File: src/design/vga_pkg.sv
// shared constants and action codes for the vector geometry alu
`default_nettype none
package vga_pkg;
  localparam int WORD_BITS_DEF = 32;
  localparam int FRAC_BITS_DEF = 16;
  localparam int ACT_BITS      = 4;
  localparam int TOL_BITS      = 16;
  localparam int LANES         = 4;

  localparam logic [TOL_BITS-1:0] TOL_RESET = 16'd7;

  localparam logic [ACT_BITS-1:0] ACT_ADD     = 4'd0;
  localparam logic [ACT_BITS-1:0] ACT_SUB     = 4'd1;
  localparam logic [ACT_BITS-1:0] ACT_NEG     = 4'd2;
  localparam logic [ACT_BITS-1:0] ACT_SCALE   = 4'd3;
  localparam logic [ACT_BITS-1:0] ACT_MUL     = 4'd4;
  localparam logic [ACT_BITS-1:0] ACT_DIVS    = 4'd5;
  localparam logic [ACT_BITS-1:0] ACT_DIV     = 4'd6;
  localparam logic [ACT_BITS-1:0] ACT_DOT     = 4'd7;
  localparam logic [ACT_BITS-1:0] ACT_CROSS   = 4'd8;
  localparam logic [ACT_BITS-1:0] ACT_MAG     = 4'd9;
  localparam logic [ACT_BITS-1:0] ACT_NORM    = 4'd10;
  localparam logic [ACT_BITS-1:0] ACT_REFLECT = 4'd11;
  localparam logic [ACT_BITS-1:0] ACT_EQ      = 4'd12;
  localparam logic [ACT_BITS-1:0] ACT_ISPOINT = 4'd13;
endpackage
`default_nettype wire

File: src/design/vga_sqrt.sv
// pipelined integer square root, one result bit per stage
`default_nettype none
module vga_sqrt #(
  parameter int WORD_BITS = vga_pkg::WORD_BITS_DEF
) (
  input  logic                     clk,
  input  logic                     en,
  input  logic [2*WORD_BITS-1:0]   rad,
  output logic [WORD_BITS-1:0]     root
);
  localparam int W  = WORD_BITS;
  localparam int RW = W + 2;
  localparam int XW = W + 4;

  logic [RW-1:0]  rem_q  [W];
  logic [W-1:0]   root_q [W];
  logic [2*W-1:0] rad_q  [W];

  for (genvar k = 0; k < W; k++) begin : g_st
    logic [RW-1:0]  rem_p;
    logic [W-1:0]   root_p;
    logic [2*W-1:0] rad_p;
    logic [XW-1:0]  rs;
    logic [XW-1:0]  trial;
    logic [RW-1:0]  rem_r;
    logic [W-1:0]   root_r;
    logic [2*W-1:0] rad_r;

    if (k == 0) begin : g_first
      assign rem_p  = '0;
      assign root_p = '0;
      assign rad_p  = rad;
    end else begin : g_next
      assign rem_p  = rem_q[k-1];
      assign root_p = root_q[k-1];
      assign rad_p  = rad_q[k-1];
    end

    // bring down the next two radicand bits, try root*4+1
    assign rs    = {rem_p, rad_p[2*W-1 -: 2]};
    assign trial = {2'b00, root_p, 2'b01};

    always_ff @(posedge clk) begin
      if (en) begin
        if (rs >= trial) begin
          rem_r  <= RW'(rs - trial);
          root_r <= {root_p[W-2:0], 1'b1};
        end else begin
          rem_r  <= RW'(rs);
          root_r <= {root_p[W-2:0], 1'b0};
        end
        rad_r <= rad_p << 2;
      end
    end

    assign rem_q[k]  = rem_r;
    assign root_q[k] = root_r;
    assign rad_q[k]  = rad_r;
  end

  assign root = root_q[W-1];
endmodule
`default_nettype wire

File: config.mk
export PLATFORM = sky130hd
export DESIGN_NAME = vga_sqrt
export DESIGN_NICKNAME = d
export VERILOG_FILES = /design/src/design/vga_pkg.sv /design/src/design/vga_sqrt.sv
export SDC_FILE = /design/constraint.sdc
export NUM_CORES = 2
export LEC_CHECK = 0
export ABC_AREA = 0
export BUFFER_PORTS_ARGS = -buffer_cell sky130_fd_sc_hd__buf_2
export CAP_MARGIN = 20
export CORE_MARGIN = 5
export CORE_UTILIZATION = 47
export DETAILED_ROUTE_END_ITERATION = 12
export SKIP_LAST_GASP = 1
export SYNTH_ARGS = -nofsm -noshare
export SYNTH_HDL_FRONTEND = slang
export SYNTH_SLANG_ARGS = --single-unit
File: constraint.sdc
create_clock -name clk -period 9.77 [get_ports clk]
set_input_delay 1.4655 -clock clk [delete_from_list [all_inputs] [get_ports clk]]
set_output_delay 1.4655 -clock clk [all_outputs]
set_load 0.02 [all_outputs]
==> results.md <==
| Item | Value |
|:---|:---|
| Seq/Total Area, Yosys | 65.13% |
| Worst setup path category | reg2reg |
| Dpl cells | 12040 |
| Combinational cell fraction of total power | 18.9% |
| Syn avg cell area | 13.11 sq um |
| Most used standard cell by instance count after synthesis | edfxtp_1 |
| Initial cell density of the core | 47.12% |
| Maximum fanout along the worst path | 43 |
| Signed area change from the synthesized netlist to the final layout | 11.60% |
| Cell area power density | 235.2 nW/um^2 |
| Synthesized netlist cell count | 8824 |
| Routed Wire Length | 224000 microns |
| Max cap viols | 0 |
| Cell area after placement | 120200 sq um |
| Filler Cells Inserted | 20520 |
| Cell Area, Synth | 115700 sq um |
| Final number of hold-violating endpoints | 0 |
| Clock transition time at the flip-flop clock pins of the worst setup and hold paths | 0.06 ns |
| Design internal power | 0.02213 W |
| Number of DRC markers after the initial detailed-route iteration | 4681 |
| Highest ir drop seen on vdd | 0.1826 mV |
| Final setup violation count | 0 |
| HP Start | g_st[21].rad_r[52] |
| Number of buffers added for setup after CTS | 0 |
| CTS buffer count | 290 |
| Antenna violations before repair | 2 |
| Fraction of layout instances using a drive strength above 1 | 6.864% |
| Routability-driven placement congestion ratio | 0.8665 |
| Number of ports placed on the die boundary | 98 |
| Unrepaired setup endpoints after global routing | false |
| Final Critical Period | 4.186 ns |
| Leakage power | 49.32 nW |
| CTS sink cnt | 2509 |
| Buffer levels on the longest clock path | 4 |
| Remaining antenna violation count after routing | 0 |
| Row count | 182 |
| Estimated wirelength of the detail-placed design | 159600 microns |
| Total Neg Setup Slack | 0 ns |
| Status | completed |
| Quantity of gates resized following cts | 0 |
| Clock network fraction of total power | 33.4% |
| Worst r2r src | g_st[25].rem_r[0] |
| Fin Clk Skew | 0.05044 ns |
| Non-filler cells in the finished layout | 12530 |
| Clock insertion delay at the later pin of the skew report | 0.88 ns |
| Post-synthesis cell type with the largest combined area | edfxtp_1 |
| Actual transition at the worst max-transition pin | 1.051 ns |
| Die extent in x | 506.1 microns |
| Total non-filler cell area in the finished layout | 129100 sq um |
| Critical Path Sink Type | register |
| TritonCTS clock tree | done |
| Total number of vias | 67560 |
| Per-cell via count in the routed design | 5.392 |
| Net count of the mapped netlist | 9455 |
| Kind of start point of the critical path | register |
| Number of slew-limit violations in the final report | 0 |
| Total global routing overflow | 0 |
| CTS hold repair buffers | 0 |
| Worst setup margin | 5.584 ns |
| First-pass DRT Iterations | 6 |
| R2R Setup Slk | 5.58 ns |
| Main area contributors after synthesis | edfxtp_1 65%, ha_1 6.1%, xnor2_1 3.2%, xor2_1 2.9%, inv_1 2.3% |
| Combined global-route utilization of all metal layers | 17.18% |
| Flop and latch count out of synthesis | 2509 |
| Worst relative slew slack | 29.93% |
| Worst slack at placement | 5.587 ns |
| Drt drc | 0 |
| Worst path required time | 10.37 ns |
| Synth top cells by count | 2509 x edfxtp_1, 714 x inv_1, 574 x nand2_1, 565 x ha_1, 539 x nor2_1 |
| CTS H-tree lvls | 5 |
| Number of cells on the worst reg-to-reg path | 11 |
| Height of the die | 506.1 microns |
| Hold WC Path Type | reg2reg |
| Clock root buffer | clkbuf_16 |
| Final-stage net count | 9743 |
| CP Data Arrival Time | 4.79 ns |
| Net switching share of the total power | 27.14% |
| Pin count of the biggest net entering global routing | 175 |
| Instance count along the most critical hold path | 0 |
| End of the worst register-to-register path | g_st[26].rem_r[4] |
| Highest Clock Rate | 238.9 MHz |
| Die area | 256100 sq um |
| Net switching power | 0.008243 W |
| Global-route wire length before repair | 357900 microns |
| Relative contribution of sequential cells to total power | 47.7% |
| Worst hold endpoint | g_st[22].rad_r[54] |
| Core Region | 245500 sq um |
| Crit share post-route | 42.85% |
| Async SR Flop Fraction | 0% |
| Per-cell routed wire length | 17.87 microns |
| Number of unique standard cell types used by synthesis | 93 |
| Synth Flop Type | edfxtp_1 |
| Synth top area share | 65.13% |
| Synth warnings | 0 |
| Number of synthesized flops with an enable pin | 2509 |
| Count of buffers from port buffering | 97 |
| Vias in the first global route | 66910 |
power groups by stage:
stage | registers [W] | logic (W) | clock network, W
4_1_cts | 0.0145 | 0.00576 | 0.0105
3_5_place_dp | 0.0147 | 0.00571 | 0
5_1_grt | 0.0146 | 0.00645 | 0.0109
2_1_floorplan | 0.0143 | 0.00432 | 0
6_report | 0.0145 | 0.00574 | 0.0101
3_3_place_gp | 0.0147 | 0.00562 | 0
critical path, stage by stage (launching register included):
cell and delay, ns:
edfxtp_1 0.40, ha_1 0.37, nor2b_1 0.17, o31a_1 0.27, o31a_1 0.30, o21ai_1 0.38, o31ai_1 0.16, o41ai_1 0.52
nor2_1 0.20, a21oi_4 0.33, buf_4 0.43, mux2_1 0.37
routing by layer:
layer | vias to the layer above | routed length, microns | track usage [%]
li1 | 33210 | - | -
met1 | 32540 | 96240 | 21.99
met2 | 1310 | 111500 | 29.90
met3 | 506 | 8277 | 2.464
met4 | 2 | 7990 | 6.157
met5 | - | 13 | 0
layout make-up:
cell class | instances | area [sq um] | area share [%]
inverter | 723 | 2714 | 2.102
tap | 3220 | 4029 | 3.121
clock buffer | 353 | 7579 | 5.871
multi-input combinational | 5445 | 37150 | 28.78
timing repair buffer | 143 | 1008 | 0.7812
sequential | 2509 | 75340 | 58.36
antenna | 2 | 5.005 | 0.003877
clock inverter | 136 | 1266 | 0.9809
cell families after synthesis:
family                   share of synthesized area (%)
AO/OA/AOI/OAI                                    9.292
AND/OR/NAND/NOR                                  9.610
flip-flops                                       65.13
multiplexers                                    0.9497
buffers and inverters                            2.844
other                                         0.003242
adder cells (fa/ha/maj)                          6.111
XOR/XNOR                                         6.057
per-stage QoR:
step                      hold WS (ns)  power [W]  util (%)
after detailed placement        0.4045    0.02044     48.96
final                           0.3876    0.03037     52.59
after floorplan                 0.4003    0.01861         -
after global placement          0.4001    0.02034     48.96
after global routing            0.3873    0.03201     52.59
after CTS                       0.3819    0.03074     52.57
worst max-delay path by stage:
stage,start,end,slack [ns],cells after the start
floorplan,g_st[23].rem_r[6],g_st[24].rem_r[25],6.36,13
global placement,g_st[25].rem_r[0],g_st[26].rem_r[31],5.67,13
detailed placement,g_st[25].rem_r[0],g_st[26].rem_r[31],5.59,13
CTS,g_st[25].rem_r[0],g_st[26].rem_r[4],5.56,11
global route,g_st[25].rem_r[0],g_st[26].rem_r[31],5.20,13
finish,g_st[25].rem_r[0],g_st[26].rem_r[4],5.58,11
layout by cell type, fill, tap and decap left out, types with 94 or more instances in the layout:
master	synthesis	layout
or3_1	98	98
o21a_1	100	100
nor2b_1	94	94
nand3_1	153	153
nor4_1	94	94
o21ai_0	324	324
nor3_1	218	216
clkbuf_16	0	294
o21ai_1	136	134
buf_2	18	96
nand2b_1	115	115
nand2_1	574	574
ha_1	565	565
inv_1	714	714
xnor2_1	417	417
a21oi_1	527	525
nor2_1	539	539
edfxtp_1	2509	2509
a21o_1	236	236
xor2_1	383	383
flip-flops by register name, summed over array words and instances (netlist names):
signal       flops
g_st.rad_p      44
g_st.rad_r     948
g_st.rem_p      34
g_st.rem_r     955
g_st.root_p     10
g_st.root_r    486
root            32
Power figures use the tool's default switching activity.
